<file path="config.mk">
export PLATFORM = sky130hd
export DESIGN_NAME = sgm_queue
export DESIGN_NICKNAME = d
export VERILOG_FILES = /design/src/rtl/core/sgm_pkg.sv /design/src/rtl/core/sgm_queue.sv
export SDC_FILE = /design/constraint.sdc
export NUM_CORES = 1
export LEC_CHECK = 0
export BUFFER_PORTS_ARGS = -buffer_cell sky130_fd_sc_hd__buf_2
export CORE_MARGIN = 5
export CORE_UTILIZATION = 46
export DETAILED_ROUTE_END_ITERATION = 12
export PLACE_DENSITY_LB_ADDON = 0.12
export SLEW_MARGIN = 20
export SYNTH_ARGS = -nofsm -noshare
export SYNTH_HDL_FRONTEND = slang
export SYNTH_SLANG_ARGS = --single-unit
</file>
<file path="constraint.sdc">
create_clock -name i_clk -period 5.4 [get_ports i_clk]
set_clock_uncertainty 0.05 [all_clocks]
set_input_delay 0 -clock i_clk [delete_from_list [all_inputs] [get_ports i_clk]]
set_output_delay 0 -clock i_clk [all_outputs]
set_load 0.01 [all_outputs]
</file>
<file path="src/rtl/core/sgm_pkg.sv">
// ----------------------------------------------------------------------------
// Sobel gradient magnitude package
// Shared widths, register indexes, reset values and the job record that
// travels from the window front end to the magnitude back end.
// ----------------------------------------------------------------------------
`default_nettype none

package sgm_pkg;

    localparam int MAX_WIDTH   = 2048;
    localparam int COL_W       = $clog2(MAX_WIDTH);
    localparam int ROW_W       = 12;
    localparam int PIX_W       = 8;
    localparam int CFG_W       = 12;
    localparam int CFG_IDX_W   = 2;
    localparam int ABS_W       = 10;
    localparam int SQ_W        = 2 * ABS_W;
    localparam int SUM_W       = SQ_W + 1;
    localparam int ROOT_BIT_W  = $clog2(PIX_W);
    localparam int QUEUE_DEPTH = 4;
    localparam int PTR_W       = $clog2(QUEUE_DEPTH);
    localparam int CNT_W       = PTR_W + 1;

    // Configuration register indexes.
    localparam logic [CFG_IDX_W-1:0] CFG_IMAGE_WIDTH  = 2'd0;
    localparam logic [CFG_IDX_W-1:0] CFG_IMAGE_HEIGHT = 2'd1;

    localparam logic [CFG_W-1:0] WIDTH_RESET   = 12'd1920;
    localparam logic [CFG_W-1:0] HEIGHT_RESET  = 12'd1080;
    localparam logic [CFG_W-1:0] MIN_SIZE      = 12'd3;
    localparam logic [CFG_W-1:0] MAX_WIDTH_CFG = CFG_W'(MAX_WIDTH);

    localparam logic [PIX_W-1:0] MAG_MAX = 8'd255;

    typedef logic [PIX_W-1:0] t_pix;

    typedef struct packed {
        logic [ABS_W-1:0] abs_v;
        logic [ABS_W-1:0] abs_h;
        logic [COL_W-1:0] column;
        logic [ROW_W-1:0] row;
        logic             frame_last;
    } t_job;

endpackage

`default_nettype wire

</file>
<file path="src/rtl/core/sgm_queue.sv">
// ----------------------------------------------------------------------------
// Sobel job queue
// Short register FIFO that decouples the window front end from the
// magnitude back end.
// ----------------------------------------------------------------------------
`default_nettype none

module sgm_queue import sgm_pkg::*; (
    input  wire logic i_clk,
    input  wire logic i_rst_n,
    input  wire logic i_push,
    input  wire t_job i_job,
    output logic      o_full,
    input  wire logic i_pop,
    output t_job      o_job,
    output logic      o_empty
);

    t_job             r_mem [QUEUE_DEPTH];
    logic [PTR_W-1:0] r_wptr;
    logic [PTR_W-1:0] r_rptr;
    logic [CNT_W-1:0] r_count;

    assign o_full  = (r_count == CNT_W'(QUEUE_DEPTH));
    assign o_empty = (r_count == '0);
    assign o_job   = r_mem[r_rptr];

    always_ff @(posedge i_clk) begin
        if (i_push) begin
            r_mem[r_wptr] <= i_job;
        end
        if (!i_rst_n) begin
            r_wptr  <= '0;
            r_rptr  <= '0;
            r_count <= '0;
        end else begin
            if (i_push) begin
                r_wptr <= r_wptr + PTR_W'(1);
            end
            if (i_pop) begin
                r_rptr <= r_rptr + PTR_W'(1);
            end
            case ({i_push, i_pop})
                2'b10:   r_count <= r_count + CNT_W'(1);
                2'b01:   r_count <= r_count - CNT_W'(1);
                default: r_count <= r_count;
            endcase
        end
    end

endmodule

`default_nettype wire

</file>
==> results.md, run 1 <==
* Outcome: completed
* Layout cells sized above 1 at approximately 40%
* Die Y at around 130 um
* GRT Util Overall at between 10% and 20%
* Total CTS buffers at 17
* WP data required at 5350 ps
* Synthesized flop and latch total at around 190
* Fin. Hold Viols at 0
* Iter 0 DRT Violations at about 160
* Top-area cell type share of the netlist area at between 70 and 80%
* Syn avg cell area at between 20 and 25 um2
* Pleak at roughly 3.0 nW
* Routed wl met3 at 555 um
* Final Setup Violations at 0
* Worst Max-Slew Pin Slew at ~900 ps
* Vias at 3207
* First-pass GRT wire length at approximately 20000 um
* Die area at roughly 0.017 mm2
* Post-cts resize count at 0
* Area leader, netlist: edfxtp_1
* Setup TNS at 0 ps
* Power Density at roughly 380 mW/mm2
* Fill cells at 1075
* Gpl congestion at 0.678
* HP Start: i_job[3]
* Fin crit share at between 40% and 50%
* Crit path max fanout at between 40 and 50
* DRC errors left at 0
* Hold Path Class: in -> reg
* H-tree level count at 4
* HPWL Detailed at between 7000 and 8000 um
* Final Max Slew Viols at 0
* Layout area overhead at 24.9%
* Ports at 94
* Clock buffer depth at 2
* Nets@finish at a little under 500
* Row Count at 44
* Fmax at roughly 430 MHz
* R2r startpoint: r_wptr[0]
* CP Capture Type: output port
* Fin crit period at between 2000 and 2500 ps
* Root Driver: clkbuf_16
* Sink Count at 185
* Initial Util at a little under half
* Arr. time, crit path at around 2300 ps
* Max layer used: met4
* Yosys warns at 0
* Synth unique cells at 22
* Synth Cell Area at slightly below 0.007 mm2
* Worst skew pair latency at about 420 ps
* Final design utilization at between 50% and 60%
* Antenna Cells at 0
* Slew HR at 39.3%
* DR pass1 iterations at 4
* Register area share after synthesis at between 70% and 80%
* Top cells by area, synth: edfxtp_1 (77%), mux4_2 (13%), dfxtp_1 (2.6%)
* Wire length per cell at between 15 and 20 um
* I/O Buffers at between 90 and 100
* Largest net degree at the start of global routing at 45
* Met2 routed WL at between 6000 and 7000 um
* Initial antenna violation count at 0
* Synthesized netlist cell count at ~280
* WHS at between 200 and 300 ps
* Max VDD drop at around 0.25 mV
* CTS tree: done
* Grt total ovfl at 0
* Postcts setup bufs at 0
* Max-cap violations at 0
* Vias in the first global route at 3464
* Placed Cells at 548
* Synthesized Nets at 330
* Core ar. at ~0.015 mm2
* Clk slew on worst S/H paths at approximately 70 ps
* RSZ-0062 raised after global routing: false
* Remaining antenna violation count at 0
* Non-Filler Instances at 628
* Die Wd at roughly 130 um
* Critical path class: reg -> out
* Via density at around 5.1
* Post-Route WL at 12300 um
* Metal-1 WL at approximately 5200 um
* Nature of the critical path startpoint: register
## power breakdown
group / total, mW / internal (mW) / switching, mW
Sequential: 1.68 / 1.65 / 0.0360
Clock: 1.24 / 0.739 / 0.497
Combinational: 0.310 / 0.160 / 0.150
Total: 3.23 / 2.54 / 0.683
## state kept, by name, indices dropped and copies added (netlist names), named ones only
name	count
r_count	3
r_mem	176
r_rptr	2
r_wptr	2
## layer usage
metal / global-route usage, % / up-vias
met5: 0 / -
met4: 4.51 / 0
met3: 5.11 / 14
met2: 24.4 / 75
met1: 19.3 / 1657
li1: - / 1461
## metrics by stage
step	cell area [um2]	worst slack, ps	total power, mW
4_1_cts	8560	2980	3.27
2_1_floorplan	6860	3350	1.89
5_1_grt	8560	2890	3.36
3_3_place_gp	7480	3440	1.99
3_5_place_dp	7480	3400	2.00
6_report	8560	3080	3.23
## cells in the mapped netlist
cell / number
clkbuf_2: 1
edfxtp_1: 176
mux4_2: 40
inv_1: 6
xor2_1: 3
nand2_1: 2
and3_1: 1
ha_1: 5
buf_2: 4
mux4_1: 4
or3_1: 1
o21ai_0: 2
buf_12: 4
and2_1: 10
xnor2_1: 2
buf_6: 1
a21boi_0: 1
nor3_1: 1
dfxtp_1: 9
fa_1: 1
nor2b_1: 1
mux2i_1: 1
## final cells by class
| cell class | instances | area, um2 | area share, % |
|---|---|---|---|
| Sequential cell | 185 | 5470 | 63.9 |
| Inverter | 6 | 22.5 | 0.263 |
| Clock inverter | 12 | 153 | 1.78 |
| Clock buffer | 20 | 447 | 5.22 |
| Timing Repair Buffer | 146 | 983 | 11.5 |
| Tap cell | 184 | 230 | 2.69 |
| Multi-Input combinational cell | 75 | 1260 | 14.7 |
## cells in the final DEF, fill, tap and decap left out
cell / synthesis / layout
bufinv_16: 0 / 3
buf_2: 4 / 93
dfxtp_4: 0 / 1
clkinv_2: 0 / 3
ha_1: 5 / 5
nor2b_1: 1 / 1
dfxtp_2: 0 / 1
xnor2_1: 2 / 2
and2_2: 0 / 4
edfxtp_1: 176 / 176
clkinvlp_4: 0 / 4
mux4_1: 4 / 4
dlygate4sd3_1: 0 / 48
or3_1: 1 / 1
clkbuf_16: 0 / 17
nand2_1: 2 / 2
buf_4: 0 / 5
and2_1: 10 / 6
o21ai_0: 2 / 2
clkbuf_8: 0 / 1
mux4_2: 40 / 40
and3_1: 1 / 1
dfxtp_1: 9 / 7
xor2_1: 3 / 3
nor3_1: 1 / 1
mux2i_1: 1 / 1
clkinv_4: 0 / 2
inv_1: 6 / 6
a21boi_0: 1 / 1
clkbuf_1: 0 / 2
fa_1: 1 / 1
## worst max-delay path: stages, from the launching register on
cell and delay (ps):
dfxtp_4 950, mux4_1 700, buf_2 170
## path summary, 6_finish.rpt
check,end,slack [ps],cells after the start
min,r_mem[1][3],280,2
min reg2reg,r_count[2],470,2
max,o_job[27],3080,2
max reg2reg,r_mem[2][33],3460,4
## cells by family (layout without fill, tap and decap cells)
family,after synthesis,after routing,share of synthesized area [%]
mux,45,45,14.8
simple gates,16,16,1.37
compound gates,3,3,0.255
fa+ha+maj,6,6,1.20
xor+xnor,5,5,0.639
buf+inv,16,184,2.03
flops,185,185,79.7
## repair_timing
item	4_1_cts	5_1_grt
hold buffers	48	0
setup endpoints to repair	0	0
endpoints found under the hold margin	185	0
Note: power is estimated with default switching activity, not from simulation.
==> run 2, diff against run 1 <==
--- a/config.mk
+++ b/config.mk
@@ -5,6 +5,7 @@
 export SDC_FILE = /design/constraint.sdc
 export NUM_CORES = 1
 export LEC_CHECK = 0
+export ABC_AREA = 1
 export BUFFER_PORTS_ARGS = -buffer_cell sky130_fd_sc_hd__buf_2
 export CORE_MARGIN = 5
 export CORE_UTILIZATION = 46
==> constraint.sdc (replaced) <==
create_clock -name i_clk -period 2.1 [get_ports i_clk]
set_clock_uncertainty 0.05 [all_clocks]
set_input_delay 0 -clock i_clk [delete_from_list [all_inputs] [get_ports i_clk]]
set_output_delay 0 -clock i_clk [all_outputs]
set_load 0.01 [all_outputs]
==> run 2 against run 1 <==
Net effect: via count increased by 35%; critical path depth increased by 3; routed wire length increased by 18%; sequential share of layout area decreased by 1.7 points; sequential cell count unchanged; worst setup slack got worse by 2900 ps; highest routed layer unchanged.
==> results.md, run 2 <==
* First-pass GRT wire length at approximately 24000 um
* RSZ-0062 raised after global routing: false
* Pleak at roughly 3.2 nW
* Syn avg cell area at between 10 and 15 um2
* Post-Route WL at about 15000 um
* Crit path max-delay cell type: dfxtp_2
* Outcome: completed
* Critical Path Max Stage Delay at approximately 350 ps
* Max FFs per register at around 180
* Gpl congestion at 0.748
* R2r startpoint: r_wptr[0]
* Clk slew on worst S/H paths at 60 ps
* Via density at around 5.2
* Mux share of post-synthesis cell area at 0%
* CP cell instances: inv_6 > buf_4 > o21ai_0 > o22ai_1 > buf_2
* Root Driver: clkbuf_16
* Post-cts resize count at 0
* Wire length per cell at about 18 um
* FF-to-FF path depth at 5
* Vias in the first global route at around 4500
* Largest family of logic cells by synthesized area: compound AO/OA/AOI/OAI gates
* Most frequent cells in the layout: edfxtp_1 (176), buf_2 (93), o21ai_0 (87)
* Synth Area in Simple Gates at ~6.0%
* R2r setup slk at about 550 ps
* DR pass1 iterations at 6
* Die Wd at between 100 and 150 um
* CP delay by family, top: buffers and inverters
* Area leader, netlist: edfxtp_1
* CTS tree: done
* Final Setup Violations at 0
* Synthesized flop and latch total at between 150 and 200
* Post-Synth XOR/XNOR Area at 0%
* Sink Count at approximately 190
* Fmax at 519 MHz
* Critical path class: reg -> out
* Top-count cell post-synth: edfxtp_1
* Async set-reset flop share out of synthesis at 0%
* Top-area cell type share of the netlist area at 75.0%
* CP Capture Type: output port
* Vias at approximately 4300
* Hold Path End: r_mem[1][38]
* Power Density at between 900 and 1000 mW/mm2
* Synth Area in Adders at approximately 1.2%
* Slew HR at 73.2%
* Initial Util at between 40% and 50%
* Synth Cell Area at ~0.0070 mm2
* Yosys warns at 0
* Fin crit share at 91.7%
* Fin. Hold Viols at 0
* Largest net degree at the start of global routing at between 80 and 90
* Most common cell after layout, fill and taps aside: edfxtp_1
* Hold Path Class: in -> reg
* EDFF count, synth at between 150 and 200
* Arr. time, crit path at about 1900 ps
* Largest registers in the final layout: r_mem (176), r_count (3)
* Placed Area at around 0.0078 mm2
* I/O Buffers at just over 90
* Synth unique cells at 23
* GRT Util Overall at 17.1%
* Setup TNS at 0 ps
* Fin crit period at 1930 ps
* Top cells by area, synth: edfxtp_1 (75%), o21ai_0 (6.2%), nor2_1 (4.3%)
* DRC errors left at 0
* Die area at 0.0179 mm2
* Iter 0 DRT Violations at ~270
* Worst Max-Slew Pin Slew at approximately 400 ps
* Nature of the critical path startpoint: register
* Core ar. at 0.0151 mm2
* Post-synth top flop: edfxtp_1
* Ports at 94
* Grt total ovfl at 0
* Worst skew pair latency at a little over 400 ps
* Crit path max fanout at 54
* Layout cells sized above 1 at between 20% and 30%
* Register area share after synthesis at roughly 78%
* WP data required at roughly 2000 ps
* Initial antenna violation count at 0
* CP bufs+invs at 3
* Total CTS buffers at 17
* Worst r2r dst: r_mem[2][12]
* Clock buffer depth at 2
* Largest Register: r_mem
* Remaining antenna violation count at 0
* Nets@finish at between 600 and 700
* HP Start: i_job[38]
* Synthesized netlist cell count at ~480
* Max VDD drop at about 0.57 mV
* Synthesized Nets at around 540
* Row Count at 45
* WHS Path Cells at 2
* Most frequent cells after synthesis: edfxtp_1 (176), o21ai_0 (87), nor2_1 (81)
* Max-cap violations at 0
* Die Y at about 130 um
* Cell area after layout at just under 0.009 mm2
* HPWL Detailed at around 9000 um
* Final Max Slew Viols at 0
* Compound-Gate Fraction of Synth Area at around an eighth
* Antenna Cells at 0
* H-tree level count at 4
* Layout area overhead at 24.7%
## run 2: what timing repair did
item / in CTS / in global routing
setup buffers: 0 / 0
hold buffers: 47 / 0
endpoints found under the hold margin: 185 / 0
## run 2: worst max-delay path by stage
stage | from | to | slack (ps) | depth (start not counted)
after floorplan | r_wptr[0] | r_mem[2][0] | 200 | 4
after global placement | r_wptr[0] | r_mem[0][22] | 570 | 5
after detailed placement | r_wptr[0] | r_mem[0][26] | 530 | 5
after CTS | register | o_job[35] | 130 | 5
after global routing | register | o_job[35] | 20 | 5
final | register | o_job[35] | 170 | 5
## run 2: per-layer routing
metal | wire, um | track usage (%) | vias up | share of wire (%)
met5 | 0 | 0 | - | 0
met4 | 203 | 6.17 | 0 | 1.4
met3 | 502 | 3.56 | 15 | 3.4
met2 | 7230 | 28.6 | 89 | 50
met1 | 6640 | 22.4 | 2139 | 46
li1 | - | - | 2094 | -
## run 2: power by group
part | total [mW] | switching (mW) | internal, mW
sequential | 4.25 | 0.0421 | 4.21
combinational | 0.839 | 0.510 | 0.329
clock | 3.02 | 1.28 | 1.74
total | 8.10 | 1.83 | 6.27
## run 2: metrics by stage
step | hold WS [ps] | total power, mW | utilization (%) | cells | worst slack, ps
CTS | 256 | 8.19 | 58.3 | 830 | 126
finish | 283 | 8.10 | 58.3 | 830 | 174
global placement | 163 | 5.10 | 51.4 | 751 | 566
floorplan | 48.9 | 4.77 | - | 482 | 201
global route | 281 | 8.42 | 58.3 | 830 | 18.9
detailed placement | 170 | 5.12 | 51.4 | 751 | 535
## run 2: kinds of logic (layout without fill, tap and decap cells)
group | Yosys count | after routing
fa+ha+maj | 6 | 6
simple gates | 104 | 104
flops | 185 | 185
buf+inv | 44 | 204
compound gates | 143 | 143
## run 2: layout make-up
class / count / area [um2]
clock inverter: 14 / 130
clock buffer: 18 / 429
fill: 1238 / 6300
sequential: 185 / 5470
multi-input combinational: 253 / 1340
inverter: 17 / 68.8
tap: 188 / 235
timing repair buffer: 155 / 1120
