[src/rtl/core/sgm_pkg.sv]
// ----------------------------------------------------------------------------
// Sobel gradient magnitude package
// Shared widths, register indexes, reset values and the job record that
// travels from the window front end to the magnitude back end.
// ----------------------------------------------------------------------------
`default_nettype none

package sgm_pkg;

    localparam int MAX_WIDTH   = 2048;
    localparam int COL_W       = $clog2(MAX_WIDTH);
    localparam int ROW_W       = 12;
    localparam int PIX_W       = 8;
    localparam int CFG_W       = 12;
    localparam int CFG_IDX_W   = 2;
    localparam int ABS_W       = 10;
    localparam int SQ_W        = 2 * ABS_W;
    localparam int SUM_W       = SQ_W + 1;
    localparam int ROOT_BIT_W  = $clog2(PIX_W);
    localparam int QUEUE_DEPTH = 4;
    localparam int PTR_W       = $clog2(QUEUE_DEPTH);
    localparam int CNT_W       = PTR_W + 1;

    // Configuration register indexes.
    localparam logic [CFG_IDX_W-1:0] CFG_IMAGE_WIDTH  = 2'd0;
    localparam logic [CFG_IDX_W-1:0] CFG_IMAGE_HEIGHT = 2'd1;

    localparam logic [CFG_W-1:0] WIDTH_RESET   = 12'd1920;
    localparam logic [CFG_W-1:0] HEIGHT_RESET  = 12'd1080;
    localparam logic [CFG_W-1:0] MIN_SIZE      = 12'd3;
    localparam logic [CFG_W-1:0] MAX_WIDTH_CFG = CFG_W'(MAX_WIDTH);

    localparam logic [PIX_W-1:0] MAG_MAX = 8'd255;

    typedef logic [PIX_W-1:0] t_pix;

    typedef struct packed {
        logic [ABS_W-1:0] abs_v;
        logic [ABS_W-1:0] abs_h;
        logic [COL_W-1:0] column;
        logic [ROW_W-1:0] row;
        logic             frame_last;
    } t_job;

endpackage

`default_nettype wire

[src/rtl/core/sgm_back.sv]
// ----------------------------------------------------------------------------
// Sobel magnitude back end
// Squares both gradients, sums them and finds the clamped integer square
// root one result bit per cycle, then holds the result for the receiver.
// ----------------------------------------------------------------------------
`default_nettype none

module sgm_back import sgm_pkg::*; (
    input  wire logic        i_clk,
    input  wire logic        i_rst_n,
    output logic             o_pop,
    input  wire t_job        i_job,
    input  wire logic        i_queue_empty,
    input  wire logic        i_out_stall,
    output logic             o_out_valid,
    output logic [PIX_W-1:0] o_magnitude,
    output logic [COL_W-1:0] o_column,
    output logic [ROW_W-1:0] o_row,
    output logic             o_frame_last
);

    typedef enum logic [2:0] {B_IDLE, B_SQUARE, B_SUM, B_ROOT, B_DONE} t_bstate;

    t_bstate               r_state;
    t_job                  r_job;
    logic [SQ_W-1:0]       r_sq_v;
    logic [SQ_W-1:0]       r_sq_h;
    logic [SUM_W-1:0]      r_sum;
    t_pix                  r_root;
    logic [ROOT_BIT_W-1:0] r_bit;

    t_pix               trial;
    logic [2*PIX_W-1:0] trial_sq;
    logic               fits;
    logic               over;
    logic               out_free;

    assign trial    = r_root | (PIX_W'(1) << r_bit);
    assign trial_sq = (2*PIX_W)'(trial) * (2*PIX_W)'(trial);
    assign fits     = SUM_W'(trial_sq) <= r_sum;
    // Any sum of 2^16 or more has a root of at least 256 and clamps.
    assign over     = (r_sum[SUM_W-1:2*PIX_W] != '0);
    assign out_free = !o_out_valid || !i_out_stall;
    assign o_pop    = (r_state == B_IDLE) && !i_queue_empty;

    always_ff @(posedge i_clk) begin
        if (!i_rst_n) begin
            r_state     <= B_IDLE;
            o_out_valid <= 1'b0;
        end else begin
            // In the done state the output register is reloaded instead.
            if (o_out_valid && !i_out_stall && (r_state != B_DONE)) begin
                o_out_valid <= 1'b0;
            end
            case (r_state)
                B_IDLE: begin
                    if (o_pop) begin
                        r_job   <= i_job;
                        r_state <= B_SQUARE;
                    end
                end
                B_SQUARE: begin
                    r_sq_v  <= SQ_W'(r_job.abs_v) * SQ_W'(r_job.abs_v);
                    r_sq_h  <= SQ_W'(r_job.abs_h) * SQ_W'(r_job.abs_h);
                    r_state <= B_SUM;
                end
                B_SUM: begin
                    r_sum   <= SUM_W'(r_sq_v) + SUM_W'(r_sq_h);
                    r_root  <= '0;
                    r_bit   <= ROOT_BIT_W'(PIX_W - 1);
                    r_state <= B_ROOT;
                end
                B_ROOT: begin
                    if (over) begin
                        r_root  <= MAG_MAX;
                        r_state <= B_DONE;
                    end else begin
                        if (fits) begin
                            r_root <= trial;
                        end
                        if (r_bit == '0) begin
                            r_state <= B_DONE;
                        end else begin
                            r_bit <= r_bit - ROOT_BIT_W'(1);
                        end
                    end
                end
                B_DONE: begin
                    if (out_free) begin
                        o_out_valid  <= 1'b1;
                        o_magnitude  <= r_root;
                        o_column     <= r_job.column;
                        o_row        <= r_job.row;
                        o_frame_last <= r_job.frame_last;
                        r_state      <= B_IDLE;
                    end
                end
                default: r_state <= B_IDLE;
            endcase
        end
    end

endmodule

`default_nettype wire

[config.mk]
export PLATFORM = sky130hd
export DESIGN_NAME = sgm_back
export DESIGN_NICKNAME = d
export VERILOG_FILES = /design/src/rtl/core/sgm_pkg.sv /design/src/rtl/core/sgm_back.sv
export SDC_FILE = /design/constraint.sdc
export NUM_CORES = 1
export LEC_CHECK = 0
export BUFFER_PORTS_ARGS = -buffer_cell sky130_fd_sc_hd__clkbuf_2
export CAP_MARGIN = 20
export CORE_MARGIN = 1
export CORE_UTILIZATION = 40
export DETAILED_ROUTE_END_ITERATION = 10
export GPL_TIMING_DRIVEN = 0
export SYNTH_ARGS = -nofsm -noshare
export SYNTH_HDL_FRONTEND = slang
export SYNTH_SLANG_ARGS = --single-unit
[constraint.sdc]
create_clock -name i_clk -period 6.62 [get_ports i_clk]
set_clock_uncertainty 0.05 [all_clocks]
set_input_delay 1.324 -clock i_clk [delete_from_list [all_inputs] [get_ports i_clk]]
set_output_delay 1.324 -clock i_clk [all_outputs]
set_load 0.05 [all_outputs]
==> impl_metrics.toml, run 1 <==
[cells_and_area]
layout.cells.non_filler = 1672
num_antenna_cells = 0
syn_to_final_growth_pct = 15.3
nNetsFinal = 1589
drive_gt1_share_pct = 15.7

[die]
rows = 64
ios = 82
fp.dieW_um = 180
die-area_sq_um = 32600
initial_utilization_pct = 41.1
coreArea_sq_um = 31000
fp.dieH_um = 180

[grt]
grt_pass1_vias = 8408
antenna_found_initial = 0
grt_max_degree = 39
grt_first_pass_wirelength_um = 39400
overflow = 0
grt_use_total_pct = 15.0

[synth]
netlist_area_sq_um = 12700
synth_largest_type_area_fraction_pct = 34.4
yosys-top-cells-area = "edfxtp_1 34%, fa_1 18%, ha_1 16%, inv_1 5.6%, xnor2_1 3.8%"
synthArstFlopShare_pct = 0
synth_nets = 1466
synth_top_area_cell = "edfxtp_1"
synth-seq-cells = 150
ys_types = 59
yosysMostFrequentCell = "inv_1"
synthCells = 1140
synthFlopType = "edfxtp_1"
synth_commonest_cells = "190 x inv_1, 162 x ha_1, 146 x edfxtp_1, 116 x fa_1, 68 x and2_1"
yosys_warnings = 0
avgSynthCellArea_sq_um = 11.2
yosysSeqAreaShare_pct = 35.0
synth_enable_flop_cells = 146

[worst_setup_path]
crit_path_max_fanout = 8
r2r-end = "r_root[7]$_SDFFCE_PN0P_"
cp.arrival_ps = 6470
end_kind = "flop"
reg2reg_from = "r_bit[0]$_SDFFCE_PN1P_"
cp-start-kind = "flop"
regToRegSetupSlack_ps = 210
critPathKind = "flop to flop"
required_ps = 6680
r2r_cells = 25

[sta]
slew_viol_final = 0
hold_violations = 0
setup_violations = 0
setup-tns-final_ps = 0
maxSlewHeadroom_pct = 38.6
period_needed_ps = 6410
setup_ws_ps = 207
worst_pin_slew_ps = 916
finalCritPeriodShare_pct = 96.9
whs_ps = 369
fmax_mhz = 156

[worst_hold_path]
hold_end = "o_row[4]$_DFFE_PP_"
whs_path_depth = 0
min-delay-start = "r_job[5]$_DFFE_PP_"
hp-class = "flop to flop"

[clocking]
clkSlewWorstSetupHoldPaths_ps = 70
clock_path_buffers = 2
htreeDepth = 4
ctsHoldBuffers = 0
cts_tree = "built"
clock_latency_ps = 430
root_buffer = "clkbuf_16"
clock-sinks = 150
numCtsBuffers = 17

[power_and_ir_drop]
p_int_mw = 3.00
finalPower_mw = 4.93
p_clk_share_pct = 20.0
p_switching_mw = 1.93
p_per_area_nw_per_um2 = 336
p_leak_nw = 6.75
swShare_pct = 39.2
p_seq_share_pct = 26.1
worst_ir_drop_vdd_mv = 0.200
combPwrFrac_pct = 53.8

[route]
vias = 8142
via_per_inst = 4.87
first_pass_iters = 4
wirelength_um = 22700
drc = 0
wire_per_inst_um = 13.6
ant_nets = 0
drtIter0Drc = 414

[placement]
dp_cells = 1619
numPortBuffers = 81
gp_congestion = 0.771
place_ws_ps = -865
dpl.hpwl_um = 17900

[run_status]
status = "finished clean"

[job]
cap_violations = 0
-- routing by layer --
| metal | share of wire (%) | global-route usage [%] | vias to the layer above |
|---|---|---|---|
| met4 | 1.3 | 4.17 | 0 |
| met5 | 0 | 0 | - |
| met3 | 2.7 | 2.26 | 16 |
| met1 | 45 | 18.5 | 3961 |
| met2 | 51 | 27.0 | 101 |
| li1 | - | - | 4064 |
-- power groups by stage --
stage	clock, mW	sequential [mW]	combinational, mW
finish	0.988	1.29	2.65
global route	1.06	1.30	3.08
CTS	1.02	1.29	2.62
detailed placement	0	1.31	2.56
global placement	0	1.31	2.53
floorplan	0	1.30	2.10
-- worst max-delay path by stage --
| stage | startpoint | to | slack, ps | cells after the start |
|---|---|---|---|---|
| after CTS | r_bit[0]$_SDFFCE_PN1P_ | r_root[7]$_SDFFCE_PN0P_ | 80 | 25 |
| after floorplan | r_bit[0]$_SDFFCE_PN1P_ | r_root[0]$_SDFFCE_PN0P_ | 50 | 24 |
| after detailed placement | r_bit[0]$_SDFFCE_PN1P_ | r_root[2]$_SDFFCE_PN0P_ | -870 | 24 |
| after global routing | r_bit[1]$_SDFFCE_PN1P_ | r_root[4]$_SDFFCE_PN0P_ | -50 | 25 |
| final | r_bit[0]$_SDFFCE_PN1P_ | r_root[7]$_SDFFCE_PN0P_ | 210 | 25 |
| after global placement | r_bit[0]$_SDFFCE_PN1P_ | r_root[7]$_SDFFCE_PN0P_ | -780 | 24 |
-- worst max-delay path: stages (launching register included) --
cell,delay [ps]
edfxtp_1,470
inv_2,160
ha_4,170
a21oi_2,70
clkbuf_8,150
or2_2,280
fa_1,550
inv_2,60
fa_1,490
fa_1,520
inv_2,40
fa_1,530
inv_1,60
ha_4,170
or3_1,360
o21ai_1,100
a21oi_2,70
a21oi_2,160
xnor2_1,140
ha_1,270
a21o_1,160
a21o_1,180
a21oi_2,120
nor2b_1,50
a2111o_1,420
a21oi_4,300
-- registers in the layout, summed over array words and instances (netlist names) --
name	cells
r_job	44
r_sum	21
r_sq_h	19
r_sq_v	19
o_row	12
o_column	11
o_magnitude	8
r_root	8
r_bit	3
r_state	3
o_frame_last	1
o_out_valid	1
-- layout by cell type, fill, tap and decap left out, drive strengths merged, types with 26 or more instances in the layout --
master  instances
and2           68
inv           198
a21oi          65
nor2           64
clkbuf        118
edfxtp        146
ha            162
xnor2          55
buf            26
nand2          50
fa            116
-- area by class of cell --
type / count / area, sq um
Fill cell: 2848 / 16300
Timing Repair Buffer: 105 / 602
Sequential cell: 150 / 4460
Buffer: 22 / 100
Tap cell: 396 / 495
Clock inverter: 15 / 191
Clock buffer: 17 / 425
Multi-Input combinational cell: 776 / 7690
Inverter: 191 / 717
-- cells by family (layout without fill, tap and decap cells) --
kind of cell,Yosys count,count (layout),synth area share [%]
adders and majority gates,278,278,34.1
buffers and inverters,214,350,6.31
AOI/OAI and AO/OA,160,160,8.56
xor gates and xnor gates,76,76,5.22
muxes,2,2,0.177
DFF,150,150,35.0
and+or+nand+nor,260,260,10.5
-- through the flow --
| stage | utilization, % | area [sq um] |
|---|---|---|
| 6_report | 47.4 | 14700 |
| 3_5_place_dp | 44.2 | 13700 |
| 3_3_place_gp | 44.0 | 13600 |
| 2_1_floorplan | - | 12700 |
| 4_1_cts | 46.5 | 14400 |
| 5_1_grt | 47.4 | 14700 |
-- timing repair --
action	in CTS	in global routing
hold endpoints to repair	0	0
gates resized for setup	21	36
pin swaps	5	19
buffers inserted	3	19
setup endpoints to repair	8	8
(Power assumes the default switching activity.)
==> run 2: changes to the inputs <==
Settings changed: CORE_UTILIZATION 40 to 55, PLACE_DENSITY from default to 0.73, SLEW_MARGIN from default to 20.
Clock period 6.62 ns to 6.5 ns, I/O delays scaled along.
==> impl_metrics.toml, run 2 (synthesized netlist as in run 1, its figures left out) <==
[route]
ant_nets = 0
vias = 8292
via_per_inst = 5.25
first_pass_iters = 5
wire_per_inst_um = 14.9
drc = 0
wirelength_um = 23500
drtIter0Drc = 348

[worst_setup_path]
cp-start-kind = "flop"
critPathKind = "flop to flop"
cp.arrival_ps = 6490
required_ps = 6560
end_kind = "flop"
critPathLaunch = "r_bit[0]$_SDFFCE_PN1P_"
reg2reg_from = "r_bit[0]$_SDFFCE_PN1P_"
crit_path_max_fanout = 8
regToRegSetupSlack_ps = 70

[sta]
setup_violations = 0
finalCritPeriodShare_pct = 99.0
setup_ws_ps = 66.4
fmax_mhz = 155
period_needed_ps = 6430
worst_pin_slew_ps = 666
hold_violations = 0
maxSlewHeadroom_pct = 55.4
setup-tns-final_ps = 0
slew_viol_final = 0
rsz0062_at_grt = "true"

[placement]
gp_congestion = 0.834
place_ws_ps = -685
placed_area_sq_um = 13600
numPortBuffers = 81
dpl.hpwl_um = 17100

[cells_and_area]
nNetsFinal = 1606
mostFrequentLayoutCells = "180 x inv_1, 154 x ha_1, 146 x edfxtp_1"
largest_reg_flops = 44
reg_top3 = "r_job (44), r_sum (21)"
drive_gt1_share_pct = 17.2
syn_to_final_growth_pct = 15.9
design_area_sq_um = 14800
final_common_cell = "inv_1"
max_flop_register = "r_job"
final_util_pct = 65.0
num_antenna_cells = 0

[die]
ios = 82
die-area_sq_um = 23800
initial_utilization_pct = 56.1
rows = 55
fp.dieH_um = 154
fp.dieW_um = 154
coreArea_sq_um = 22700

[grt]
antenna_found_initial = 0
overflow = 0
grt_use_total_pct = 20.7
grt_max_degree = 45
grt_first_pass_wirelength_um = 39200
grt_pass1_vias = 8622

[power_and_ir_drop]
p_int_mw = 3.07
worst_ir_drop_vdd_mv = 0.217
p_seq_share_pct = 25.8
p_per_area_nw_per_um2 = 344
swShare_pct = 39.6
p_leak_nw = 6.86
p_clk_share_pct = 20.0
p_switching_mw = 2.01
combPwrFrac_pct = 54.2
finalPower_mw = 5.08

[clocking]
numCtsBuffers = 17
htreeDepth = 4
cts_tree = "built"
clkSlewWorstSetupHoldPaths_ps = 80
clock-sinks = 150
clock_path_buffers = 2
root_buffer = "clkbuf_16"
clock_latency_ps = 430

[run_status]
status = "finished clean"

[worst_hold_path]
hp-class = "flop to flop"
min-delay-start = "r_job[21]$_DFFE_PP_"

[job]
cap_violations = 0
## run 2: cell count changes in the layout (fill, tap and decap cells not counted), moves of 3 or more
| cell | before | now |
|---|---|---|
| inv_1 | 183 | 180 |
| inv_2 | 8 | 11 |
| buf_4 | 24 | 34 |
| buf_6 | 1 | 5 |
## run 2: metrics by stage
stage	std cells	hold slack [ps]
after floorplan	1140	350
after global placement	1506	351
after detailed placement	1510	355
after CTS	1552	369
after global routing	1578	368
final	1578	368
## run 2: cell type report
cell class / count / area, sq um
buffer: 22 / 105
timing repair buffer: 121 / 766
tap: 285 / 357
fill: 1748 / 7940
multi-input combinational: 777 / 7740
inverter: 191 / 717
clock inverter: 15 / 191
clock buffer: 17 / 425
sequential: 150 / 4460
## run 2: power groups by stage
stage          Clock [mW]  Combinational [mW]  Sequential [mW]
3_3_place_gp            0                2.54             1.33
4_1_cts              1.04                2.68             1.31
3_5_place_dp            0                2.61             1.33
5_1_grt              1.07                3.16             1.32
6_report             1.02                2.75             1.31
2_1_floorplan           0                2.14             1.32
## run 2: per-layer routing
metal	track usage, %	vias up	share of wire, %
li1	-	4102	-
met1	24.8	4073	43
met2	38.6	97	54
met3	2.97	20	2.0
met4	6.00	0	1.2
met5	0	-	0
## run 2: critical path: stages (launching register included)
cell      delay (ps)
edfxtp_1         490
inv_2            150
ha_4             170
buf_6            100
a21oi_4           70
buf_6            120
or2_2            280
fa_1             500
inv_2             50
fa_1             500
fa_1             520
inv_2             40
fa_1             490
inv_2             50
ha_4             150
or3_1            330
o21ai_1          100
a21oi_2           70
a21oi_2          190
xnor2_2          140
ha_1             270
a21o_1           190
a21o_1           170
a21oi_1          120
nor2b_1           70
a2111o_1         420
a21oi_4          300
## run 2: worst paths after layout
kind | cells after the start | end
worst max-delay path | 26 | r_root[6]$_SDFFCE_PN0P_
worst max register to register | 26 | r_root[6]$_SDFFCE_PN0P_
worst min register to register | 0 | o_column[8]$_DFFE_PP_
worst min-delay path | 0 | o_column[8]$_DFFE_PP_
## run 2: what timing repair did
| action | 4_1_cts | 5_1_grt |
|---|---|---|
| buffers inserted | 11 | 25 |
| cloned | 0 | 1 |
| setup endpoints to repair | 8 | 8 |
| gates resized for setup | 25 | 45 |
| hold buffers | 0 | 0 |
| pin swaps | 8 | 28 |
